### src/hw/rtl/periodic_cell_neighbor_generator_macros.svh
// Assertion helpers for the RTL, used by pcng_enum. Each expects clk and rst_n in scope.
`ifndef PERIODIC_CELL_NEIGHBOR_GENERATOR_MACROS_SVH
`define PERIODIC_CELL_NEIGHBOR_GENERATOR_MACROS_SVH

// Same-cycle implication.
`define PCNG_ASSERT_NOW(lbl, ante, cons, msg) \
  lbl: assert property (@(posedge clk) disable iff (!rst_n) (ante) |-> (cons)) else $error(msg);

// Next-cycle implication.
`define PCNG_ASSERT_NEXT(lbl, ante, cons, msg) \
  lbl: assert property (@(posedge clk) disable iff (!rst_n) (ante) |=> (cons)) else $error(msg);

`endif

### src/hw/rtl/pcng_pkg.sv
package pcng_pkg;

  localparam int MAX_CELLS_PER_AXIS_DEF = 32;
  localparam int MAX_SHELLS_DEF         = 3;

  localparam int CELLS_W = 6;
  localparam int SHELL_W = 2;
  localparam int COORD_W = 5;
  localparam int DZ_W    = 3;
  localparam int IDX_W   = 15;
  localparam int PLANE_W = 12;
  localparam int CFG_IDX_W = 3;

  localparam logic [CELLS_W-1:0] CELLS_RST  = 6'd8;
  localparam logic [SHELL_W-1:0] SHELLS_RST = 2'd1;

  typedef enum logic [CFG_IDX_W-1:0] {
    REG_CELLS_X  = 3'd0,
    REG_CELLS_Y  = 3'd1,
    REG_CELLS_Z  = 3'd2,
    REG_SHELLS_X = 3'd3,
    REG_SHELLS_Y = 3'd4,
    REG_SHELLS_Z = 3'd5
  } reg_idx_t;

  typedef struct packed {
    logic [CELLS_W-1:0] cells_x;
    logic [CELLS_W-1:0] cells_y;
    logic [CELLS_W-1:0] cells_z;
    logic [SHELL_W-1:0] shells_x;
    logic [SHELL_W-1:0] shells_y;
    logic [SHELL_W-1:0] shells_z;
    logic [PLANE_W-1:0] plane;     // cells_x * cells_y
    logic               axis_bad;  // some axis is oversized or rejects its shell count
  } cfg_t;

  typedef struct packed {
    logic [COORD_W-1:0] bx;
    logic [COORD_W-1:0] by;
    logic [IDX_W-1:0]   owner;
    logic [IDX_W-1:0]   nz;        // wrapped z layer times plane
    logic               bad;
  } item_t;

  // v mod cells by restoring subtraction; v is below 32 so five steps do.
  function automatic logic [COORD_W-1:0] axis_mod(input logic [COORD_W-1:0] v,
                                                  input logic [CELLS_W-1:0] cells);
    logic [10:0] rem;
    rem = {6'b0, v};
    for (int k = 4; k >= 0; k--) begin
      if (rem >= ({5'b0, cells} << k)) begin
        rem = rem - ({5'b0, cells} << k);
      end
    end
    return rem[COORD_W-1:0];
  endfunction

  // base + off wrapped into 0..cells-1, with |off| below cells and base below cells.
  function automatic logic [COORD_W-1:0] wrap(input logic [COORD_W-1:0] base,
                                              input logic signed [7:0] off,
                                              input logic [CELLS_W-1:0] cells);
    logic signed [7:0] s;
    logic signed [7:0] c;
    c = $signed({2'b0, cells});
    s = $signed({3'b0, base}) + off;
    if (s < 0) begin
      s = s + c;
    end else if (s >= c) begin
      s = s - c;
    end
    return s[COORD_W-1:0];
  endfunction

endpackage

### src/hw/rtl/pcng_cfg.sv
module pcng_cfg #(
  parameter int MAX_CELLS_PER_AXIS = pcng_pkg::MAX_CELLS_PER_AXIS_DEF,
  parameter int MAX_SHELLS         = pcng_pkg::MAX_SHELLS_DEF
) (
  input  logic                            clk,
  input  logic                            rst_n,
  input  logic                            cfg_valid,
  output logic                            cfg_ready,
  input  logic [pcng_pkg::CFG_IDX_W-1:0]  cfg_index,
  input  logic [pcng_pkg::CELLS_W-1:0]    cfg_data,
  output pcng_pkg::cfg_t                  cfg
);

  localparam logic [8:0] CELLS_LIM  = 9'(MAX_CELLS_PER_AXIS);
  localparam logic [2:0] SHELLS_LIM = 3'(MAX_SHELLS);

  logic [pcng_pkg::CELLS_W-1:0] cells_x_r, cells_y_r, cells_z_r;
  logic [pcng_pkg::SHELL_W-1:0] shells_x_r, shells_y_r, shells_z_r;
  logic [pcng_pkg::PLANE_W-1:0] plane_r, plane_nxt;
  logic                         axis_bad_r, axis_bad_nxt;

  function automatic logic bad_axis(input logic [pcng_pkg::CELLS_W-1:0] cells,
                                    input logic [pcng_pkg::SHELL_W-1:0] shells);
    logic [4:0] half;
    logic [4:0] need;
    half = cells[5:1];
    need = 5'(shells) + 5'd1;
    return ({3'b0, cells} > CELLS_LIM) || ({1'b0, shells} > SHELLS_LIM) || (need > half);
  endfunction

  assign cfg_ready = 1'b1;

  always_ff @(posedge clk) begin
    if (!rst_n) begin
      cells_x_r  <= pcng_pkg::CELLS_RST;
      cells_y_r  <= pcng_pkg::CELLS_RST;
      cells_z_r  <= pcng_pkg::CELLS_RST;
      shells_x_r <= pcng_pkg::SHELLS_RST;
      shells_y_r <= pcng_pkg::SHELLS_RST;
      shells_z_r <= pcng_pkg::SHELLS_RST;
    end else if (cfg_valid && cfg_ready) begin
      case (cfg_index)
        pcng_pkg::REG_CELLS_X:  cells_x_r  <= cfg_data;
        pcng_pkg::REG_CELLS_Y:  cells_y_r  <= cfg_data;
        pcng_pkg::REG_CELLS_Z:  cells_z_r  <= cfg_data;
        pcng_pkg::REG_SHELLS_X: shells_x_r <= cfg_data[pcng_pkg::SHELL_W-1:0];
        pcng_pkg::REG_SHELLS_Y: shells_y_r <= cfg_data[pcng_pkg::SHELL_W-1:0];
        pcng_pkg::REG_SHELLS_Z: shells_z_r <= cfg_data[pcng_pkg::SHELL_W-1:0];
        default: ;
      endcase
    end
  end

  // derived values are registered and update in the cycle after the registers
  always_comb begin
    plane_nxt    = 12'(cells_x_r) * 12'(cells_y_r);
    axis_bad_nxt = bad_axis(cells_x_r, shells_x_r) || bad_axis(cells_y_r, shells_y_r) ||
                   bad_axis(cells_z_r, shells_z_r);
  end

  always_ff @(posedge clk) begin
    if (!rst_n) begin
      plane_r    <= 12'(pcng_pkg::CELLS_RST) * 12'(pcng_pkg::CELLS_RST);
      axis_bad_r <= 1'b0;
    end else begin
      plane_r    <= plane_nxt;
      axis_bad_r <= axis_bad_nxt;
    end
  end

  assign cfg.cells_x  = cells_x_r;
  assign cfg.cells_y  = cells_y_r;
  assign cfg.cells_z  = cells_z_r;
  assign cfg.shells_x = shells_x_r;
  assign cfg.shells_y = shells_y_r;
  assign cfg.shells_z = shells_z_r;
  assign cfg.plane    = plane_r;
  assign cfg.axis_bad = axis_bad_r;

endmodule

### src/hw/rtl/pcng_prep.sv
module pcng_prep (
  input  logic                                clk,
  input  logic                                rst_n,
  input  pcng_pkg::cfg_t                      cfg,
  input  logic                                start,
  output logic                                busy,
  input  logic [pcng_pkg::COORD_W-1:0]        in_cell_x,
  input  logic [pcng_pkg::COORD_W-1:0]        in_cell_y,
  input  logic [pcng_pkg::COORD_W-1:0]        in_cell_z,
  input  logic signed [pcng_pkg::DZ_W-1:0]    in_layer_dz,
  input  logic                                take,
  output logic                                item_vld,
  output pcng_pkg::item_t                     item
);

  logic                               in_vld_r, in_vld_nxt;
  logic [pcng_pkg::COORD_W-1:0]       bx_r, by_r, bz_r;
  logic signed [pcng_pkg::DZ_W-1:0]   dz_r;
  logic                               item_vld_r, item_vld_nxt;
  pcng_pkg::item_t                    item_r, item_nxt;
  logic                               item_free, in_move, accept;
  logic signed [pcng_pkg::DZ_W-1:0]   sz;
  logic [pcng_pkg::COORD_W-1:0]       zw;
  logic [10:0]                        row_off;
  logic [16:0]                        layer_off, nz_full, owner_full;

  assign item_free = !item_vld_r || take;
  assign in_move   = in_vld_r && item_free;
  assign busy      = in_vld_r && !item_free;
  assign accept    = start && !busy;

  assign in_vld_nxt   = accept || busy;
  assign item_vld_nxt = in_move || (item_vld_r && !take);

  // stage 1: reduce coordinates into the grid
  always_ff @(posedge clk) begin
    if (accept) begin
      bx_r <= pcng_pkg::axis_mod(in_cell_x, cfg.cells_x);
      by_r <= pcng_pkg::axis_mod(in_cell_y, cfg.cells_y);
      bz_r <= pcng_pkg::axis_mod(in_cell_z, cfg.cells_z);
      dz_r <= in_layer_dz;
    end
  end

  // stage 2: owner index, layer base, range check
  always_comb begin
    sz         = $signed({1'b0, cfg.shells_z});
    zw         = pcng_pkg::wrap(bz_r, 8'(dz_r), cfg.cells_z);
    row_off    = 11'(by_r) * 11'(cfg.cells_x);
    layer_off  = 17'(bz_r) * 17'(cfg.plane);
    nz_full    = 17'(zw) * 17'(cfg.plane);
    owner_full = 17'(bx_r) + 17'(row_off) + layer_off;
    item_nxt.bx    = bx_r;
    item_nxt.by    = by_r;
    item_nxt.owner = owner_full[pcng_pkg::IDX_W-1:0];
    item_nxt.nz    = nz_full[pcng_pkg::IDX_W-1:0];
    item_nxt.bad   = cfg.axis_bad || (dz_r > sz) || (dz_r < -sz);
  end

  always_ff @(posedge clk) begin
    if (in_move) begin
      item_r <= item_nxt;
    end
  end

  always_ff @(posedge clk) begin
    if (!rst_n) begin
      in_vld_r   <= 1'b0;
      item_vld_r <= 1'b0;
    end else begin
      in_vld_r   <= in_vld_nxt;
      item_vld_r <= item_vld_nxt;
    end
  end

  assign item_vld = item_vld_r;
  assign item     = item_r;

endmodule

### src/hw/rtl/pcng_enum.sv
`include "periodic_cell_neighbor_generator_macros.svh"

module pcng_enum #(
  parameter int MAX_SHELLS = pcng_pkg::MAX_SHELLS_DEF
) (
  input  logic                           clk,
  input  logic                           rst_n,
  input  pcng_pkg::cfg_t                 cfg,
  input  logic                           item_vld,
  input  pcng_pkg::item_t                item,
  output logic                           take,
  output logic                           out_valid,
  output logic [pcng_pkg::IDX_W-1:0]     out_owner_cell,
  output logic [pcng_pkg::IDX_W-1:0]     out_neighbor_cell,
  output logic                           out_last,
  output logic                           out_config_error
);

  localparam int OFF_W = $clog2(MAX_SHELLS + 1) + 1;

  logic                          run_vld_r, run_vld_nxt;
  pcng_pkg::item_t               run_r, run_nxt;
  logic signed [OFF_W-1:0]       dx_r, dx_nxt, dy_r, dy_nxt;
  logic signed [OFF_W-1:0]       sx, sy;
  logic                          run_last;
  logic [pcng_pkg::COORD_W-1:0]  nx, ny;
  logic [10:0]                   ny_off;
  logic [15:0]                   nbr_full;
  logic                          out_vld_r;
  logic [pcng_pkg::IDX_W-1:0]    out_owner_r, out_nbr_r;
  logic                          out_last_r, out_err_r;

  assign sx       = $signed(OFF_W'(cfg.shells_x));
  assign sy       = $signed(OFF_W'(cfg.shells_y));
  assign run_last = run_r.bad || ((dx_r == sx) && (dy_r == sy));
  assign take     = !run_vld_r || run_last;

  // dx inner, dy outer
  always_comb begin
    run_vld_nxt = run_vld_r;
    run_nxt     = run_r;
    dx_nxt      = dx_r;
    dy_nxt      = dy_r;
    if (take) begin
      run_vld_nxt = item_vld;
      if (item_vld) begin
        run_nxt = item;
        dx_nxt  = -sx;
        dy_nxt  = -sy;
      end
    end else if (dx_r == sx) begin
      dx_nxt = -sx;
      dy_nxt = dy_r + OFF_W'(1);
    end else begin
      dx_nxt = dx_r + OFF_W'(1);
    end
  end

  always_comb begin
    nx       = pcng_pkg::wrap(run_r.bx, 8'(dx_r), cfg.cells_x);
    ny       = pcng_pkg::wrap(run_r.by, 8'(dy_r), cfg.cells_y);
    ny_off   = 11'(ny) * 11'(cfg.cells_x);
    nbr_full = 16'(nx) + 16'(ny_off) + 16'(run_r.nz);
  end

  always_ff @(posedge clk) begin
    run_r <= run_nxt;
    dx_r  <= dx_nxt;
    dy_r  <= dy_nxt;
    if (run_r.bad) begin
      out_owner_r <= '0;
      out_nbr_r   <= '0;
      out_last_r  <= 1'b1;
      out_err_r   <= 1'b1;
    end else begin
      out_owner_r <= run_r.owner;
      out_nbr_r   <= nbr_full[pcng_pkg::IDX_W-1:0];
      out_last_r  <= run_last;
      out_err_r   <= 1'b0;
    end
  end

  always_ff @(posedge clk) begin
    if (!rst_n) begin
      run_vld_r <= 1'b0;
      out_vld_r <= 1'b0;
    end else begin
      run_vld_r <= run_vld_nxt;
      out_vld_r <= run_vld_r;
    end
  end

  assign out_valid         = out_vld_r;
  assign out_owner_cell    = out_owner_r;
  assign out_neighbor_cell = out_nbr_r;
  assign out_last          = out_last_r;
  assign out_config_error  = out_err_r;

  `PCNG_ASSERT_NOW(a_err_is_last, out_vld_r && out_err_r, out_last_r, "error word not last")
  `PCNG_ASSERT_NEXT(a_run_continues, out_vld_r && !out_last_r, out_vld_r, "run broke off early")
  `PCNG_ASSERT_NEXT(a_owner_steady, out_vld_r && !out_last_r,
                    out_owner_r == $past(out_owner_r), "owner changed within a run")
  `PCNG_ASSERT_NEXT(a_item_held, item_vld && !take, item_vld, "pending item dropped")

endmodule

### src/hw/rtl/periodic_cell_neighbor_generator.sv
// Periodic 3-D cell-list neighbor generator.
// Config channel: cfg_valid/cfg_ready with cfg_index (0..5: cells x/y/z,
//   shells x/y/z) and cfg_data; always ready. Write only while idle.
// Input channel: a word is taken when start is high and busy is low. It names
//   the owning cell (in_cell_x/y/z) and one z layer offset (in_layer_dz).
// Results: each word is on out_* for one cycle, flagged by out_valid. Per input
//   the block walks dy over -shells_y..+shells_y and, inside it, dx over
//   -shells_x..+shells_x, giving (2*shells_x+1)*(2*shells_y+1) words, the final
//   one with out_last. Issue one input per dz for the full neighborhood.
// Rejected input (axis above MAX_CELLS_PER_AXIS, shells above MAX_SHELLS or
//   too many for the axis, or offset outside +-shells_z): one word with
//   out_config_error and out_last set, indices zero.
// Pipeline: the accepting edge loads the reduced coordinates, then come the
//   index/layer stage, the walker and the output register.
// Throughput: the walker emits one word per cycle while it has a run.
//   Two inputs queue in the front stages behind the walker; once they fill,
//   busy follows the walker, which starts the next run right after a last word.
// Reset (rst_n low, synchronous): grid 8x8x8, one shell per axis, pipeline
//   empty. The receiver cannot stall; words are never held.
module periodic_cell_neighbor_generator #(
  parameter int MAX_CELLS_PER_AXIS = pcng_pkg::MAX_CELLS_PER_AXIS_DEF,
  parameter int MAX_SHELLS         = pcng_pkg::MAX_SHELLS_DEF
) (
  input  logic                               clk,
  input  logic                               rst_n,
  // config write channel
  input  logic                               cfg_valid,
  output logic                               cfg_ready,
  input  logic [pcng_pkg::CFG_IDX_W-1:0]     cfg_index,
  input  logic [pcng_pkg::CELLS_W-1:0]       cfg_data,
  // input command
  input  logic                               start,
  output logic                               busy,
  input  logic [pcng_pkg::COORD_W-1:0]       in_cell_x,
  input  logic [pcng_pkg::COORD_W-1:0]       in_cell_y,
  input  logic [pcng_pkg::COORD_W-1:0]       in_cell_z,
  input  logic signed [pcng_pkg::DZ_W-1:0]   in_layer_dz,
  // result strobe
  output logic                               out_valid,
  output logic [pcng_pkg::IDX_W-1:0]         out_owner_cell,
  output logic [pcng_pkg::IDX_W-1:0]         out_neighbor_cell,
  output logic                               out_last,
  output logic                               out_config_error
);

  pcng_pkg::cfg_t  cfg;     // live config plus derived plane size / reject flag
  pcng_pkg::item_t item;    // prepared item waiting for the walker
  logic            item_vld;
  logic            take;    // walker loads the pending item this cycle

  pcng_cfg #(
    .MAX_CELLS_PER_AXIS (MAX_CELLS_PER_AXIS),
    .MAX_SHELLS         (MAX_SHELLS)
  ) u_cfg (
    .clk       (clk),
    .rst_n     (rst_n),
    .cfg_valid (cfg_valid),
    .cfg_ready (cfg_ready),
    .cfg_index (cfg_index),
    .cfg_data  (cfg_data),
    .cfg       (cfg)
  );

  // two-stage front end: mod reduction, then owner index and layer base
  pcng_prep u_prep (
    .clk         (clk),
    .rst_n       (rst_n),
    .cfg         (cfg),
    .start       (start),
    .busy        (busy),
    .in_cell_x   (in_cell_x),
    .in_cell_y   (in_cell_y),
    .in_cell_z   (in_cell_z),
    .in_layer_dz (in_layer_dz),
    .take        (take),
    .item_vld    (item_vld),
    .item        (item)
  );

  // dx/dy walker, one neighbor index per cycle into the output register
  pcng_enum #(
    .MAX_SHELLS (MAX_SHELLS)
  ) u_enum (
    .clk               (clk),
    .rst_n             (rst_n),
    .cfg               (cfg),
    .item_vld          (item_vld),
    .item              (item),
    .take              (take),
    .out_valid         (out_valid),
    .out_owner_cell    (out_owner_cell),
    .out_neighbor_cell (out_neighbor_cell),
    .out_last          (out_last),
    .out_config_error  (out_config_error)
  );

endmodule

### config.mk
export PLATFORM = sky130hd
export DESIGN_NAME = periodic_cell_neighbor_generator
export DESIGN_NICKNAME = d
export VERILOG_FILES = /design/src/hw/rtl/pcng_pkg.sv /design/src/hw/rtl/pcng_cfg.sv /design/src/hw/rtl/pcng_prep.sv /design/src/hw/rtl/pcng_enum.sv /design/src/hw/rtl/periodic_cell_neighbor_generator.sv
export VERILOG_INCLUDE_DIRS = /design/src /design/src/hw/rtl
export SDC_FILE = /design/constraint.sdc
export NUM_CORES = 1
export LEC_CHECK = 0
export ABC_CLOCK_PERIOD_IN_PS = 17000
export BUFFER_PORTS_ARGS = -buffer_cell sky130_fd_sc_hd__buf_2
export CAP_MARGIN = 20
export CORE_MARGIN = 8
export CORE_UTILIZATION = 50
export CTS_CLUSTER_SIZE = 10
export DETAILED_ROUTE_END_ITERATION = 12
export HOLD_SLACK_MARGIN = 0.08
export PLACE_DENSITY = 0.71
export SYNTH_ARGS = -nofsm -noshare
export SYNTH_HDL_FRONTEND = slang
export SYNTH_HIERARCHICAL = 1
export SYNTH_SLANG_ARGS = --single-unit
### constraint.sdc
create_clock -name clk -period 17 [get_ports clk]
set_input_delay 3.4 -clock clk [delete_from_list [all_inputs] [get_ports clk]]
set_output_delay 3.4 -clock clk [all_outputs]
set_load 0.005 [all_outputs]
# Word level (Yosys, flattened, before mapping)
# Index checks and enable logic that the tools add are counted.
# word_totals
register_bits	179
in_bits	31
out_inout_bits	35
wordCells	182
# classes
add_sub_neg	36
n_mul	5
order_cmp	29
eq_ne	8
mux	40
reduce_logical	32
# op_table
op	count
$mux 11	24
$mux 5	9
$ge 11x6->1	3
$ge 11x7->1	3
$ge 11x8->1	3
$ge 11x9->1	3
$sub 11x7->11	3
$sub 11x8->11	3
$sub 11x9->11	3
$sub 5x10->11	3
$add 15x15->15	2
$ge 5x10->1	3
$mul 5x12->15	2
$sub 5x5->5	6
$add 5x11->12	2
$mul 5x6->11	2
$add 6x3->7	3
$ge 7x7->1	3
$lt 7x1->1 const B	3
$gt 6x6->1 const B	3
$mux 3	6
$reduce_and 2->1	8
$add 5x5->5	3
$gt 3x5->1	3
17 further kinds	44

# Logic depth before layout (Yosys ltp)
# depth
depth_word	21
mapped_depth	49
depth_no_buf	45

# Modules after synthesis
# Netlist, hierarchy kept.
# by_module_without_submodules
mod	n_inst	cells_per_inst	area_each_um2	seq_area_each_um2
pcng_prep	1	1346	11911.4	1811.7
pcng_enum	1	510	5474.0	2092.0
pcng_cfg	1	288	2652.5	740.7

# Worst setup path after synthesis
# No wires, ideal clock.
# synth_timing
path_type	in2reg
startpoint	input in_cell_z[1] in the netlist's numbering
endpoint	register u_prep/bz_r[1] in the netlist's numbering, data pin
setup_ns	0.260
arrival_time_ns	11.963
t_required_ns	16.740
slack_ns	4.778
cell_stages	40
n_path_buf	3
cell_sequence	or3_1 o21ai_1 nand2_1 a21oi_1 fa_1 o21bai_1 a21o_1 a221o_1 or2_2 clkbuf_1 o21ai_0 inv_1 ha_1 nor2b_1 o21ai_0 a21boi_0 o311a_1 a2111oi_2 [... 4 more ...] a21o_1 a21oi_1 o21bai_1 a21oi_1 o21ai_0 a211oi_1 and4_1 buf_2 mux2_2 ha_1 a21o_1 a21oi_1 nor2b_1 o21ai_0 nand2b_1 a211oi_1 o221a_2 mux2_2
# synth_via
elab_chain_len	14
word_cells_on_any_way	19
cone_classes	add/sub: 5; order compare: 5; mux: 9
# synth_lines
element	line_no	text
start, declared	periodic_cell_neighbor_generator.sv:36	input logic [pcng_pkg::COORD_W-1:0] in_cell_z,
$sub 5x10->11 / $ge 5x10->1 (equally long branches)	pcng_pkg.sv:52, pcng_pkg.sv:51	
$mux 11 (*)	pcng_pkg.sv:51	if (rem >= ({5'b0, cells} << k)) begin
$mux 11 (*)	pcng_prep.sv:37	if (accept) begin
$sub 11x9->11 / $ge 11x9->1 (equally long branches)	pcng_pkg.sv:52, pcng_pkg.sv:51	
$mux 11 (*)	pcng_pkg.sv:51	
$mux 11 (*)	pcng_prep.sv:37	
$sub 11x8->11 / $ge 11x8->1 (equally long branches)	pcng_pkg.sv:52, pcng_pkg.sv:51	
$mux 11 (*)	pcng_pkg.sv:51	
$mux 11 (*)	pcng_prep.sv:37	
$sub 11x7->11 / $ge 11x7->1 (equally long branches)	pcng_pkg.sv:52, pcng_pkg.sv:51	
$mux 11 (*)	pcng_pkg.sv:51	
$mux 11 (*)	pcng_prep.sv:37	
$ge 11x6->1 / $sub 5x5->5 (equally long branches)	pcng_pkg.sv:51, pcng_pkg.sv:52	
$mux 5 (*)	pcng_pkg.sv:51	
end signal, assigned	pcng_prep.sv:40	bz_r <= pcng_pkg::axis_mod(in_cell_z, cfg.cells_z);
end, declared	pcng_prep.sv:17	logic [pcng_pkg::COORD_W-1:0] bx_r, by_r, bz_r;
# Every way passes the cells marked *; elsewhere a longest branch is shown, timed or not. The select of a mux whose other input is x is not followed.
# A chain may end at the register's enable or synchronous reset.

# Worst setup path after layout
# layout_timing
startpoint	input in_cell_z[1] in the netlist's numbering
endpoint	register u_prep/bz_r[4] in the netlist's numbering, data pin
# Same word-level chain as after synthesis.

==> summary.txt <==
Clock network
  – Clk pin slew, worst setup/hold paths: 0.07 ns
  – Post_cts resized: 0
  – Post-CTS setup repair buffer count: 0
  – Clk_lat worst skew: ~0.44 ns
  – Clk sinks: roughly 180
  – Root Buffer Master: clkbuf_16
  – Depth of the CTS H-tree: 4
  – Hold buffers post-CTS: 0
  – Clock buffer depth: 2
  – CTS tree: done
  – CTS Buf Count: 17

Timing
  – Max Slew Vio Count: 0
  – Measured slew at the worst slew-check pin: 1.08 ns
  – Fmax: about 75 MHz
  – Final hold violations: 0
  – RSZ-0062 raised after global routing: false
  – Fin Setup TNS: 0 ns
  – Final setup vio count: 0
  – Rel. slew slack: approximately 27%
  – Fin crit share: 78.2%
  – Tmin final: 13.29 ns
  – Skew final: between 0.01 and 0.015 ns

Critical path
  – CP Launch Type: input port
  – CP required: ~17 ns
  – Critical path arrival: roughly 13 ns
  – CP max stage delay: around 0.48 ns
  – CP endpoint kind: flip-flop
  – CP max FO: 10
  – Most frequent CP cell: o21ai_0
  – CP max-delay cell: o21ai_0
  – Critical path type: input port to flip-flop

Worst hold path
  – HP Class: flip-flop to flip-flop

Global route
  – Global-route wire length before repair: approximately 77000 um
  – Largest net degree at the start of global routing: 43
  – Antenna violations before repair: 0
  – All-Layer GR Usage: roughly a fifth
  – Vias in the first global route: ~16000
  – Total congestion overflow: 0

Route
  – Routed wire length: approximately 46000 um
  – Via-per-instance ratio: approximately 5.6
  – DRC: 0
  – WL/cell: 16.8 um
  – DRT iter0 DRCs: 877
  – DRT Pass-1 Iters: 5
  – Via count: 15276
  – Antenna-violating nets left: 0

Logic synthesis
  – Count of cell types in the netlist: between 90 and 100
  – Number of synthesized register bits: around 180
  – Syn nets: 2592
  – Most frequent cells after synthesis: inv_1, ha_1, nand2_1
  – Top cell type by total area after synthesis: ha_1
  – Number of synthesized flops with an enable pin: around 110
  – Synth area leaders: ha_1, edfxtp_1, fa_1
  – Fraction of registers with async set or reset after synthesis: 0%
  – Post-Syn Area: between 20000 and 25000 um^2
  – Seq/Total Area, Yosys: a little under a quarter
  – Synthesized area per cell: ~9.3 um^2
  – Synth top area share: ~16%
  – Gate Count Post-Synth: between 2000 and 2500
  – Yosys warns: 6
  – Post-synth top flop: edfxtp_1
  – Most frequent cell after synthesis: inv_1

Final layout
  – Diode count: 0
  – Post-layout util: 54.3%
  – Nets@finish: ~2600
  – Area delta synth->final: 7.40%
  – Layout cells sized above 1: 8.42%

Floorplanning
  – Die Y-Extent: about 220 um
  – Starting density of the core: between 50 and 60%
  – I/O Pins: between 60 and 70
  – Core Box Area: 39600 um^2
  – Die ar.: about 47000 um^2
  – Rows: 73
  – Die width: about 220 um

Power
  – Maximum VDD drop: approximately 0.000070 V
  – Pleak: between 10 and 15 nW
  – Power Density: ~100 nW/um^2

Flow run
  – Max-cap check violation count: 0

Status
  – Status: complete, no violations

Placement
  – Post-DP HPWL: approximately 36000 um
  – Placer Congestion: 0.932
  – I/O Buffers: between 60 and 70
metrics by stage:
stage	setup WS (ns)	hold WS (ns)	power [mW]	area (um^2)	cells
6_report	3.71	0.420	2.15	21500	2734
5_1_grt	2.79	0.426	2.34	21500	2734
4_1_cts	3.80	0.421	2.16	21500	2734
3_5_place_dp	3.34	0.405	1.76	20900	2702
3_3_place_gp	3.67	0.402	1.72	20900	2701
2_1_floorplan	4.78	0.400	1.51	20000	2144
cell usage in the layout, fill, tap and decap left out, types with 7 or more instances in the layout:
cell type	count
a211oi_1	13
a21boi_0	11
a21o_1	33
a21oi_1	102
and2_1	131
buf_2	64
buf_4	14
clkbuf_16	17
dfxtp_1	73
edfxtp_1	106
fa_1	153
ha_1	264
inv_1	268
mux2_2	29
mux2i_1	46
nand2_1	174
nand2b_1	29
nand3_1	22
nand3b_1	7
nand4_1	13
nor2_1	132
nor2b_1	59
nor3_1	28
o211ai_1	8
o21a_1	25
o21ai_0	82
o21bai_1	20
or2_2	10
or3_1	12
xnor2_1	58
xor2_1	39
worst max-delay path, delay by kind of cell:
family | cells | cell delay [ns]
AOI/OAI and AO/OA | 24 | 6.02
adders and majority gates | 4 | 1.37
muxes | 2 | 0.57
and+or+nand+nor | 9 | 1.88
buffers and inverters | 2 | 0.23
area by class of cell:
type / instances / area [um^2]
fillers: 3566 / 18100
multi-input cells: 1651 / 14200
flip-flops and latches: 179 / 4640
inverters: 268 / 1010
well taps: 525 / 657
repair buffers: 79 / 445
clock buffers: 18 / 439
clock inverters: 14 / 138
cell families after synthesis:
family | share of synthesized area [%]
compound gates | 12.6
buf+inv | 6.06
flops | 23.2
fa+ha+maj | 31.8
mux | 4.00
simple gates | 18.0
other cells | 0.0187
xor+xnor | 4.35
where the power goes:
part | switching, mW | total, mW | internal (mW) | leakage, nW
clock network | 0.188 | 0.387 | 0.199 | 0.284
registers | 0.0558 | 0.610 | 0.554 | 1.59
logic | 0.657 | 1.16 | 0.501 | 8.19
total | 0.901 | 2.15 | 1.25 | 10.1
sequential cells by signal, summed over array words and instances, names as in the netlist, 5 cells and up:
signal / count
u_enum/out_owner_cell: 15
u_enum/run_r: 41
u_cfg/cells_y_r: 6
u_prep/bx_r: 5
u_prep/bz_r: 5
u_prep/by_r: 5
u_cfg/cells_z_r: 6
u_cfg/cells_x_r: 6
u_enum/out_neighbor_cell: 15
u_prep/item: 41
u_cfg/plane_r: 12
worst paths after layout:
| path | from | end | slack [ns] | depth (start not counted) |
|---|---|---|---|---|
| worst max-delay path | in_cell_z[1] | u_prep/bz_r[4] | 3.71 | 41 |
| worst min-delay path | u_prep/item[10] | u_enum/run_r[10] | 0.42 | 0 |
| worst max register to register | u_cfg/cells_z_r[1] | u_prep/bz_r[4] | 6.09 | 42 |
| worst min register to register | u_prep/item[10] | u_enum/run_r[10] | 0.42 | 0 |
routing by layer:
| metal | vias to the layer above | global-route usage, % | share of wire [%] |
|---|---|---|---|
| met5 | - | 0 | 0 |
| met4 | 0 | 5.55 | 2.0 |
| met3 | 62 | 2.52 | 3.8 |
| met2 | 330 | 34.5 | 49 |
| met1 | 7439 | 25.0 | 45 |
| li1 | 7445 | - | - |
Note: power is estimated with default switching activity, not from simulation.
